--- src/rtl/tolerance_batch_inspector_top_assert.svh ---
// ---------------------------------------------------------------------------
// tolerance batch inspector assertion macros
// concurrent checks on clock, disabled while reset is high
// ---------------------------------------------------------------------------
`ifndef TOLERANCE_BATCH_INSPECTOR_TOP_ASSERT_SVH
`define TOLERANCE_BATCH_INSPECTOR_TOP_ASSERT_SVH

`ifndef NO_ASSERTIONS

// antecedent and consequent in the same cycle
`define TBI_ASSERT_SAME(lbl, ante, cons, msg) \
   lbl: assert property (@(posedge clock) disable iff (reset) (ante) |-> (cons)) \
      else $error(msg);

// consequent in the cycle after the antecedent
`define TBI_ASSERT_NEXT(lbl, ante, cons, msg) \
   lbl: assert property (@(posedge clock) disable iff (reset) (ante) |=> (cons)) \
      else $error(msg);

`else

`define TBI_ASSERT_SAME(lbl, ante, cons, msg)
`define TBI_ASSERT_NEXT(lbl, ante, cons, msg)

`endif

`endif

--- src/rtl/tbi_pkg.sv ---
// ---------------------------------------------------------------------------
// tbi_pkg
// shared widths, codes and types of the tolerance batch inspector
// ---------------------------------------------------------------------------
package tbi_pkg;

   localparam int SAMPLE_BITS = 24;
   localparam int DEV_W       = SAMPLE_BITS + 1;
   localparam int BAND_W      = 23;
   localparam int CNT_W       = 16;
   localparam int TOTAL_W     = CNT_W + 1;
   localparam int SUM_W       = 40;
   localparam int MEAN_W      = 24;
   localparam int BATCH_W     = 24;
   localparam int MAX_BATCH   = 65535;
   localparam int DIV_STEPS   = SUM_W;
   localparam int STEP_W      = $clog2(DIV_STEPS + 1);
   localparam int CSR_IDX_W   = 1;
   localparam int CSR_DATA_W  = 24;
   localparam int RSP_DATA_W  = 160;

   localparam logic [CSR_IDX_W-1:0] CSR_NOMINAL = 1'b0;
   localparam logic [CSR_IDX_W-1:0] CSR_BAND    = 1'b1;

   localparam logic [CNT_W-1:0] CNT_MAX = '1;

   typedef enum logic [1:0] {
      GRADE_ALL_PASS = 2'd0,
      GRADE_MOSTLY   = 2'd1,
      GRADE_FAILED   = 2'd2
   } grade_type;

   typedef enum logic [2:0] {
      ST_IDLE,
      ST_EVAL,
      ST_DIV_LOAD,
      ST_DIV_RUN,
      ST_EMIT
   } state_type;

   typedef struct packed {
      logic commit;
      logic clear;
   } stats_ctrl_type;

   typedef struct packed {
      logic signed [DEV_W-1:0] dev;
      logic                    ok;
      logic                    close;
   } item_eval_type;

   typedef struct packed {
      logic        [CNT_W-1:0]       passed;
      logic        [CNT_W-1:0]       failed;
      logic signed [SAMPLE_BITS-1:0] run_min;
      logic signed [SAMPLE_BITS-1:0] run_max;
      logic        [SAMPLE_BITS-1:0] worst;
      logic        [SUM_W-1:0]       sum;
   } stats_type;

   typedef struct packed {
      logic start;
   } div_ctrl_type;

   typedef struct packed {
      logic                     busy;
      logic signed [MEAN_W-1:0] mean;
   } div_status_type;

   typedef struct packed {
      logic        [3:0]             pad;
      logic        [1:0]             batch_grade;
      logic signed [MEAN_W-1:0]      mean_value;
      logic        [SAMPLE_BITS-1:0] worst_deviation;
      logic signed [SAMPLE_BITS-1:0] largest;
      logic signed [SAMPLE_BITS-1:0] smallest;
      logic        [CNT_W-1:0]       fail_count;
      logic        [CNT_W-1:0]       pass_count;
      logic                          in_tolerance;
      logic signed [DEV_W-1:0]       deviation;
   } rsp_data_type;

endpackage

--- src/rtl/tolerance_batch_inspector_top.sv ---
// ---------------------------------------------------------------------------
// tolerance_batch_inspector_top
// checks measurements against nominal and band, keeps batch statistics
// ---------------------------------------------------------------------------
// usage:
//   req channel carries one measurement per item in req_tdata, with req_tlast
//   marking the last item of a batch. every item yields exactly one rsp item
//   with deviation, pass flag and running batch figures; rsp_tlast is high on
//   the item that closes a batch, which also carries mean and grade.
//   a batch also closes by itself when it reaches 65535 items. the user must
//   write nominal and band over csr only while no item is open; not enforced by the block.
// timing:
//   an ordinary item passes evaluate and output load before it reaches
//   rsp_tvalid, and the block takes no new item until it is back in idle.
//   a batch-closing item also passes divider load and divider run before its
//   output load, and the next item is taken only after it: the mean comes
//   from one shared restoring divider that retires one quotient bit per cycle
//   over the 40-bit running sum.
//   req_tready is high only while the sequencer is idle; the output register
//   holds a finished item until rsp_tready, and a new item may be accepted
//   meanwhile, but it stalls before its own output load.
// reset:
//   synchronous reset clears state, config, batch statistics, divider count and rsp_tvalid.
// ---------------------------------------------------------------------------
`include "tolerance_batch_inspector_top_assert.svh"

module tolerance_batch_inspector_top (
   input  logic                                 clock,
   input  logic                                 reset,
   // req_tdata: [23:0] measurement
   input  logic                                 req_tvalid,
   output logic                                 req_tready,
   input  logic [tbi_pkg::SAMPLE_BITS-1:0]       req_tdata,
   input  logic                                 req_tlast,
   // rsp_tdata: [24:0] deviation, [25] in_tolerance, [41:26] pass_count,
   //   [57:42] fail_count, [81:58] smallest, [105:82] largest,
   //   [129:106] worst_deviation, [153:130] mean_value, [155:154] batch_grade,
   //   [159:156] zero
   output logic                                 rsp_tvalid,
   input  logic                                 rsp_tready,
   output logic [tbi_pkg::RSP_DATA_W-1:0]        rsp_tdata,
   output logic                                 rsp_tlast,
   input  logic                                 csr_we,
   input  logic [tbi_pkg::CSR_IDX_W-1:0]         csr_index,
   input  logic [tbi_pkg::CSR_DATA_W-1:0]        csr_wdata
);

   tbi_pkg::state_type state_ff, state_in;

   logic signed [tbi_pkg::SAMPLE_BITS-1:0] nominal_ff;
   logic        [tbi_pkg::BAND_W-1:0]      band_ff;

   logic signed [tbi_pkg::SAMPLE_BITS-1:0] meas_ff, meas_in;
   logic                                   last_ff, last_in;
   logic signed [tbi_pkg::DEV_W-1:0]       dev_ff, dev_in;
   logic                                   ok_ff, ok_in;
   logic                                   close_ff, close_in;

   logic                                   rsp_valid_ff, rsp_valid_in;
   tbi_pkg::rsp_data_type                  rsp_data_ff, rsp_data_in;
   logic                                   rsp_last_ff, rsp_last_in;

   tbi_pkg::stats_ctrl_type                stats_ctrl;
   tbi_pkg::item_eval_type                 eval;
   tbi_pkg::stats_type                     stats;
   tbi_pkg::div_ctrl_type                  div_ctrl;
   tbi_pkg::div_status_type                div_status;

   logic [tbi_pkg::TOTAL_W-1:0]            total;
   logic [tbi_pkg::TOTAL_W+2:0]            pass_x5;
   logic [tbi_pkg::TOTAL_W+2:0]            total_x4;
   logic                                   out_free;
   logic                                   out_load;
   tbi_pkg::grade_type                     grade;

   tbi_stats u_stats (
      .clock          (clock),
      .reset          (reset),
      .ctrl           (stats_ctrl),
      .measurement    (meas_ff),
      .last_item      (last_ff),
      .nominal_value  (nominal_ff),
      .tolerance_band (band_ff),
      .eval           (eval),
      .stats          (stats)
   );

   tbi_divider u_divider (
      .clock    (clock),
      .reset    (reset),
      .ctrl     (div_ctrl),
      .dividend (stats.sum),
      .divisor  (total),
      .status   (div_status)
   );

   // config registers
   always_ff @(posedge clock) begin
      if (reset) begin
         nominal_ff <= '0;
         band_ff    <= '0;
      end else if (csr_we) begin
         unique case (csr_index)
            tbi_pkg::CSR_NOMINAL: nominal_ff <= csr_wdata[tbi_pkg::SAMPLE_BITS-1:0];
            tbi_pkg::CSR_BAND:    band_ff    <= csr_wdata[tbi_pkg::BAND_W-1:0];
            default:              ;
         endcase
      end
   end

   // batch grade from the committed counts
   always_comb begin
      total    = tbi_pkg::TOTAL_W'(stats.passed) + tbi_pkg::TOTAL_W'(stats.failed);
      pass_x5  = (tbi_pkg::TOTAL_W+3)'({stats.passed, 2'b00}) +
                 (tbi_pkg::TOTAL_W+3)'(stats.passed);
      total_x4 = (tbi_pkg::TOTAL_W+3)'({total, 2'b00});
      if (stats.failed == '0) begin
         grade = tbi_pkg::GRADE_ALL_PASS;
      end else if (pass_x5 >= total_x4) begin
         grade = tbi_pkg::GRADE_MOSTLY;
      end else begin
         grade = tbi_pkg::GRADE_FAILED;
      end
   end

   always_comb begin
      state_in          = state_ff;
      meas_in           = meas_ff;
      last_in           = last_ff;
      dev_in            = dev_ff;
      ok_in             = ok_ff;
      close_in          = close_ff;
      stats_ctrl.commit = 1'b0;
      stats_ctrl.clear  = 1'b0;
      div_ctrl.start    = 1'b0;
      req_tready        = 1'b0;
      out_free          = !rsp_valid_ff || rsp_tready;
      out_load          = 1'b0;
      rsp_valid_in      = rsp_valid_ff && !rsp_tready;
      rsp_data_in       = rsp_data_ff;
      rsp_last_in       = rsp_last_ff;

      unique case (state_ff)
         tbi_pkg::ST_IDLE: begin
            req_tready = 1'b1;
            if (req_tvalid) begin
               meas_in  = req_tdata;
               last_in  = req_tlast;
               state_in = tbi_pkg::ST_EVAL;
            end
         end
         tbi_pkg::ST_EVAL: begin
            stats_ctrl.commit = 1'b1;
            dev_in            = eval.dev;
            ok_in             = eval.ok;
            close_in          = eval.close;
            state_in          = eval.close ? tbi_pkg::ST_DIV_LOAD : tbi_pkg::ST_EMIT;
         end
         tbi_pkg::ST_DIV_LOAD: begin
            div_ctrl.start = 1'b1;
            state_in       = tbi_pkg::ST_DIV_RUN;
         end
         tbi_pkg::ST_DIV_RUN: begin
            if (!div_status.busy) begin
               state_in = tbi_pkg::ST_EMIT;
            end
         end
         tbi_pkg::ST_EMIT: begin
            if (out_free) begin
               out_load                    = 1'b1;
               rsp_valid_in                = 1'b1;
               rsp_last_in                 = close_ff;
               rsp_data_in.pad             = '0;
               rsp_data_in.deviation       = dev_ff;
               rsp_data_in.in_tolerance    = ok_ff;
               rsp_data_in.pass_count      = stats.passed;
               rsp_data_in.fail_count      = stats.failed;
               rsp_data_in.smallest        = stats.run_min;
               rsp_data_in.largest         = stats.run_max;
               rsp_data_in.worst_deviation = stats.worst;
               rsp_data_in.mean_value      = close_ff ? div_status.mean : '0;
               rsp_data_in.batch_grade     = close_ff ? grade : tbi_pkg::GRADE_ALL_PASS;
               stats_ctrl.clear            = close_ff;
               state_in                    = tbi_pkg::ST_IDLE;
            end
         end
         default: state_in = tbi_pkg::ST_IDLE;
      endcase
   end

   always_ff @(posedge clock) begin
      if (reset) begin
         state_ff     <= tbi_pkg::ST_IDLE;
         rsp_valid_ff <= 1'b0;
      end else begin
         state_ff     <= state_in;
         rsp_valid_ff <= rsp_valid_in;
      end
      meas_ff     <= meas_in;
      last_ff     <= last_in;
      dev_ff      <= dev_in;
      ok_ff       <= ok_in;
      close_ff    <= close_in;
      rsp_data_ff <= rsp_data_in;
      rsp_last_ff <= rsp_last_in;
   end

   assign rsp_tvalid = rsp_valid_ff;
   assign rsp_tdata  = rsp_data_ff;
   assign rsp_tlast  = rsp_last_ff;

   `TBI_ASSERT_NEXT(a_clear_after_close, out_load && close_ff,
      stats.passed == '0 && stats.failed == '0, "batch not cleared after closing item")
   `TBI_ASSERT_SAME(a_div_only_in_run, div_status.busy,
      state_ff == tbi_pkg::ST_DIV_RUN, "divider busy outside the divide step")
   `TBI_ASSERT_SAME(a_emit_counts_nonzero, out_load,
      total != '0, "item emitted with empty batch counts")
   `TBI_ASSERT_SAME(a_grade_matches_fails, out_load && close_ff,
      (stats.failed == '0) == (grade == tbi_pkg::GRADE_ALL_PASS),
      "grade disagrees with fail count")

endmodule

--- src/rtl/tbi_stats.sv ---
// ---------------------------------------------------------------------------
// tbi_stats
// per-item tolerance check and running batch statistics
// ---------------------------------------------------------------------------
module tbi_stats (
   input  logic                                  clock,
   input  logic                                  reset,
   input  tbi_pkg::stats_ctrl_type               ctrl,
   input  logic signed [tbi_pkg::SAMPLE_BITS-1:0] measurement,
   input  logic                                  last_item,
   input  logic signed [tbi_pkg::SAMPLE_BITS-1:0] nominal_value,
   input  logic        [tbi_pkg::BAND_W-1:0]      tolerance_band,
   output tbi_pkg::item_eval_type                eval,
   output tbi_pkg::stats_type                    stats
);

   tbi_pkg::stats_type stats_ff, stats_in;
   logic open_ff, open_in;

   logic signed [tbi_pkg::DEV_W-1:0]   dev;
   logic        [tbi_pkg::DEV_W-1:0]   adev;
   logic                               ok;
   logic        [tbi_pkg::TOTAL_W-1:0] total;
   logic        [tbi_pkg::SUM_W-1:0]   meas_ext;

   always_comb begin
      dev      = tbi_pkg::DEV_W'(measurement) - tbi_pkg::DEV_W'(nominal_value);
      adev     = dev[tbi_pkg::DEV_W-1] ? tbi_pkg::DEV_W'(-dev) : tbi_pkg::DEV_W'(dev);
      ok       = adev <= tbi_pkg::DEV_W'(tolerance_band);
      meas_ext = tbi_pkg::SUM_W'(measurement);

      stats_in = stats_ff;
      open_in  = 1'b1;
      // first item of a batch loads min and max
      if (!open_ff || measurement < stats_ff.run_min) begin
         stats_in.run_min = measurement;
      end
      if (!open_ff || measurement > stats_ff.run_max) begin
         stats_in.run_max = measurement;
      end
      if (adev[tbi_pkg::SAMPLE_BITS-1:0] > stats_ff.worst) begin
         stats_in.worst = adev[tbi_pkg::SAMPLE_BITS-1:0];
      end
      stats_in.sum = stats_ff.sum + meas_ext;
      if (ok) begin
         if (stats_ff.passed != tbi_pkg::CNT_MAX) begin
            stats_in.passed = stats_ff.passed + 1'b1;
         end
      end else begin
         if (stats_ff.failed != tbi_pkg::CNT_MAX) begin
            stats_in.failed = stats_ff.failed + 1'b1;
         end
      end
      total = tbi_pkg::TOTAL_W'(stats_in.passed) + tbi_pkg::TOTAL_W'(stats_in.failed);

      eval.dev   = dev;
      eval.ok    = ok;
      eval.close = last_item ||
                   (tbi_pkg::BATCH_W'(total) >= tbi_pkg::BATCH_W'(tbi_pkg::MAX_BATCH));
   end

   always_ff @(posedge clock) begin
      if (reset || ctrl.clear) begin
         stats_ff <= '0;
         open_ff  <= 1'b0;
      end else if (ctrl.commit) begin
         stats_ff <= stats_in;
         open_ff  <= open_in;
      end
   end

   assign stats = stats_ff;

endmodule

--- src/rtl/tbi_divider.sv ---
// ---------------------------------------------------------------------------
// tbi_divider
// restoring divider, one quotient bit per cycle, for the batch mean
// ---------------------------------------------------------------------------
module tbi_divider (
   input  logic                              clock,
   input  logic                              reset,
   input  tbi_pkg::div_ctrl_type             ctrl,
   input  logic [tbi_pkg::SUM_W-1:0]          dividend,
   input  logic [tbi_pkg::TOTAL_W-1:0]        divisor,
   output tbi_pkg::div_status_type           status
);

   logic [tbi_pkg::STEP_W-1:0]  cnt_ff, cnt_in;
   logic [tbi_pkg::SUM_W-1:0]   dvd_ff, dvd_in;
   logic [tbi_pkg::TOTAL_W-1:0] rem_ff, rem_in;
   logic [tbi_pkg::TOTAL_W-1:0] dsr_ff, dsr_in;
   logic                        neg_ff, neg_in;

   logic [tbi_pkg::TOTAL_W:0]   shifted;
   logic                        fits;
   logic [tbi_pkg::TOTAL_W:0]   diff;
   logic [tbi_pkg::SUM_W-1:0]   quot;
   logic                        over_pos;
   logic                        over_neg;

   always_comb begin
      cnt_in  = cnt_ff;
      dvd_in  = dvd_ff;
      rem_in  = rem_ff;
      dsr_in  = dsr_ff;
      neg_in  = neg_ff;
      shifted = {rem_ff, dvd_ff[tbi_pkg::SUM_W-1]};
      fits    = shifted >= {1'b0, dsr_ff};
      diff    = shifted - {1'b0, dsr_ff};
      if (ctrl.start) begin
         neg_in = dividend[tbi_pkg::SUM_W-1];
         dvd_in = neg_in ? (~dividend + 1'b1) : dividend;
         rem_in = '0;
         dsr_in = divisor;
         cnt_in = tbi_pkg::STEP_W'(tbi_pkg::DIV_STEPS);
      end else if (cnt_ff != '0) begin
         rem_in = fits ? diff[tbi_pkg::TOTAL_W-1:0] : shifted[tbi_pkg::TOTAL_W-1:0];
         dvd_in = {dvd_ff[tbi_pkg::SUM_W-2:0], fits};
         cnt_in = cnt_ff - 1'b1;
      end
   end

   always_ff @(posedge clock) begin
      if (reset) begin
         cnt_ff <= '0;
      end else begin
         cnt_ff <= cnt_in;
      end
      dvd_ff <= dvd_in;
      rem_ff <= rem_in;
      dsr_ff <= dsr_in;
      neg_ff <= neg_in;
   end

   // saturate the signed quotient to the mean range
   always_comb begin
      quot     = dvd_ff;
      over_pos = quot > tbi_pkg::SUM_W'({1'b0, {(tbi_pkg::MEAN_W-1){1'b1}}});
      over_neg = quot > tbi_pkg::SUM_W'({1'b1, {(tbi_pkg::MEAN_W-1){1'b0}}});
      status.busy = cnt_ff != '0;
      if (neg_ff) begin
         status.mean = over_neg ? {1'b1, {(tbi_pkg::MEAN_W-1){1'b0}}}
                                : tbi_pkg::MEAN_W'(~quot + 1'b1);
      end else begin
         status.mean = over_pos ? {1'b0, {(tbi_pkg::MEAN_W-1){1'b1}}}
                                : quot[tbi_pkg::MEAN_W-1:0];
      end
   end

endmodule

--- config.mk ---
export PLATFORM = sky130hd
export DESIGN_NAME = tolerance_batch_inspector_top
export DESIGN_NICKNAME = d
export VERILOG_FILES = /design/src/rtl/tbi_pkg.sv /design/src/rtl/tolerance_batch_inspector_top.sv /design/src/rtl/tbi_stats.sv /design/src/rtl/tbi_divider.sv
export VERILOG_INCLUDE_DIRS = /design/src /design/src/rtl
export SDC_FILE = /design/constraint.sdc
export NUM_CORES = 1
export LEC_CHECK = 0
export BUFFER_PORTS_ARGS = -buffer_cell sky130_fd_sc_hd__clkbuf_2
export CORE_ASPECT_RATIO = 0.7
export CORE_MARGIN = 2
export CORE_UTILIZATION = 40
export CTS_CLUSTER_SIZE = 25
export DETAILED_ROUTE_END_ITERATION = 8
export GPL_TIMING_DRIVEN = 0
export PLACE_DENSITY = 0.67
export SYNTH_ARGS = -nofsm -noshare
export SYNTH_HDL_FRONTEND = slang
export SYNTH_HIERARCHICAL = 1
export SYNTH_SLANG_ARGS = --single-unit
--- constraint.sdc ---
create_clock -name clock -period 9.7 [get_ports clock]
set_input_delay 0.97 -clock clock [delete_from_list [all_inputs] [get_ports clock]]
set_output_delay 0.97 -clock clock [all_outputs]
set_load 0.02 [all_outputs]
==> summary.md <==
| Metric | Value |
|---|---|
| Final wirelength | roughly 86 mm |
| Sequential share of the synthesized area | 42.36% |
| Final Util | between 40% and 50% |
| # clock sinks | 486 |
| DR iter-0 viols | 2460 |
| Setup TNS | 0 ns |
| EDFF count, synth | between 200 and 300 |
| M1 wire length | 42.01 mm |
| Num rows | between 80 and 90 |
| Yosys reg bits | 486 |
| Layout cell share with drive strength beyond 1 | 15.27% |
| CP max stage delay | 0.57 ns |
| Post-synth ARST share | 0% |
| Die Y | roughly 230 um |
| Post-route DRC | 0 |
| Vias in the first global route | 21400 |
| Top Metal Used | met4 |
| Achievable frequency | between 100 and 150 MHz |
| Final hold vios | 0 |
| Hold Crit Class | register to register |
| Die Area | between 70000 and 80000 sq um |
| Initial antenna violation count | 2 |
| IO Pins | ~220 |
| Power, Total | slightly below 8 mW |
| Maximum number of pins on one net before global-route repair | 41 |
| Status | completed |
| Distinct cell type count after synthesis | 109 |
| Routed wl met2 | ~35 mm |
| Maxcap violations | 0 |
| Clock transition at path regs | 0.06 ns |
| Slew @ Worst Pin | between 1 and 1.5 ns |
| VDD IR-drop max | 0.1130 mV |
| Finished Cell Area | 34300 sq um |
| Area after DPL | between 30000 and 40000 sq um |
| Period utilization | 98.02% |
| First-pass GRT wire length | approximately 130 mm |
| Post-Layout Cell Count | about 4400 |
| DR WL/cell | 19.71 um |
| Most used DFF post-synth | edfxtp_1 |
| Placed cell count | 4241 |
| CTS tree | yes |
| Die width | 327.4 um |
| Post-layout worst setup margin | 0.1923 ns |
| CTS buffer count | 51 |
| Final ANT Viol Nets | 0 |
| Leakage power | 14.13 nW |
| Post-DP HPWL | 64.53 mm |
| Worst slew margin | 13.10% |
| Most common cell on crit path | ha_1 |
| CTS Root Cell | clkbuf_16 |
| Crit-path max FO | 10 |
| Pre-CTS WS | -1.700 ns |
| Mapped Cells | 3051 |
| Final max-slew violation count | 0 |
| Hold Buf Count CTS | 0 |
| R2R setup slack | 0.19 ns |
| Detailed Routing Iterations Pass 1 | 5 |
| GRT overflow | 0 |
| Met3 WL | 8.560 mm |
| Htree depth | 2 |
| Clock Skew | 0.01869 ns |
| Tmin final | about 9.5 ns |
| Worst hold margin | 0.4178 ns |
| Critical Path Source Type | register |
| WS Path Type | register to register |
| GPL Wtd Cong | 0.9457 |
| Mapped Area | 29280 sq um |
| Nets | between 3000 and 4000 |
| Core area | around 70000 sq um |
| YS warnings | 6 |
| DR vias | 24350 |
| Power density over the cells | about 230 nW/um^2 |
| CTS Buffer Depth | 3 |
| Final setup fails | 0 |
| CP max-delay cell | edfxtp_1 |
| Critical Path End Type | register |
| Worst EP required | between 10 and 15 ns |
| Area added between synthesis and finish | 17.14% |
| CP top delay family | simple AND/OR/NAND/NOR gates |
| Worst-Skew Late Latency | 0.62 ns |
| Syn avg cell area | ~9.6 sq um |
| WP buf/inv | 5 |
| Initial Util | between 40% and 50% |
| Tot GR Track Use | 21.84% |
| Vias/cell | approximately 5.6 |
| Count of input and output buffers | 213 |
| Arrival @ worst endpoint | around 10 ns |
## power by group
part | switching (mW) | total [mW] | internal, mW
Sequential | 0.303 | 2.86 | 2.55
Clock | 0.893 | 2.11 | 1.22
Combinational | 1.73 | 2.83 | 1.10
Total | 2.93 | 7.80 | 4.88
## synth_stat cells (37+ instances only)
cell / count / area [sq um]
nor2_1: 327 / 1227
edfxtp_1: 267 / 8018
a21oi_1: 245 / 1226
ha_1: 243 / 3040
nand2_1: 230 / 863.3
dfxtp_1: 219 / 4384
inv_1: 215 / 807.0
xnor2_1: 100 / 875.8
mux2i_1: 97 / 970.9
xor2_1: 93 / 814.5
clkbuf_1: 81 / 304.0
o21ai_0: 72 / 360.4
a21o_1: 68 / 510.5
nand3_1: 54 / 270.3
nor3_1: 51 / 255.2
a211oi_1: 44 / 330.3
and2_1: 43 / 269.0
nand4_1: 37 / 231.5
## state kept, by name, summed over array words and instances (netlist names), 17 cells and up, named ones only
signal,count
u_divider/dsr_ff,17
dev_ff,25
nominal_ff,24
u_divider/rem_ff,17
u_divider/dvd_ff,40
meas_ff,24
band_ff,23
u_stats/stats,143
rsp_tdata,156
## placed cells by master, fill, tap and decap left out, types with 14 or more instances in the layout
cell type / netlist / layout
nor2_1: 327 / 323
edfxtp_1: 267 / 267
ha_1: 243 / 241
a21oi_1: 245 / 238
nand2_1: 230 / 229
dfxtp_1: 219 / 219
clkbuf_2: 0 / 217
inv_1: 215 / 212
mux2i_1: 97 / 97
xnor2_1: 100 / 92
xor2_1: 93 / 84
clkbuf_1: 81 / 80
o21ai_0: 72 / 71
a21o_1: 68 / 66
nand3_1: 54 / 54
clkbuf_16: 0 / 54
buf_4: 7 / 51
nor3_1: 51 / 45
and2_1: 43 / 40
a211oi_1: 44 / 38
nand4_1: 37 / 37
o21ai_1: 36 / 36
and3_1: 36 / 35
nor2b_1: 34 / 33
nand2b_1: 32 / 32
o21a_1: 33 / 31
o31ai_1: 23 / 21
or3_1: 20 / 20
nor4_1: 22 / 20
a31oi_1: 21 / 19
o211ai_1: 16 / 16
or2_2: 14 / 14
## path summary, 6_finish.rpt
kind / from / to / depth (start not counted)
setup / recovery: meas_ff[5] / state_ff[1] / 40
hold reg to reg: dev_ff[1] / rsp_tdata[1] / 0
hold / removal: dev_ff[1] / rsp_tdata[1] / 0
setup reg to reg: meas_ff[5] / state_ff[1] / 40
## layer usage
metal,global-route usage (%),up-vias
met5,0,-
met3,5.310,87
met1,34.30,11620
li1,-,11690
met4,3.913,0
met2,30.01,958
## area by class of cell
type                       instances  area, sq um
clock inverter                    31        361.6
timing repair buffer             265         1538
sequential                       486        12400
multi-input combinational       2238        16060
fill                            6868        37720
inverter                         218        820.8
buffer                           110        475.5
antenna                            1        2.502
tap                              966         1209
clock buffer                      64         1429
## kinds of logic after synthesis
group / count (synthesis) / synth area share, %
AND/OR/NAND/NOR: 965 / 16.07
AO/OA/AOI/OAI: 718 / 16.57
flip-flops: 486 / 42.36
buffers and inverters: 330 / 4.406
adder cells (fa/ha/maj): 249 / 10.79
XOR/XNOR: 201 / 6.329
multiplexers: 101 / 3.470
other: 1 / 0.01281
## timing repair
| item | 4_1_cts | 5_1_grt |
|---|---|---|
| gates resized for setup | 35 | 58 |
| pin swaps | 7 | 20 |
| setup endpoints to repair | 3 | 3 |
| buffers inserted | 11 | 33 |
(Power assumes the default switching activity.)
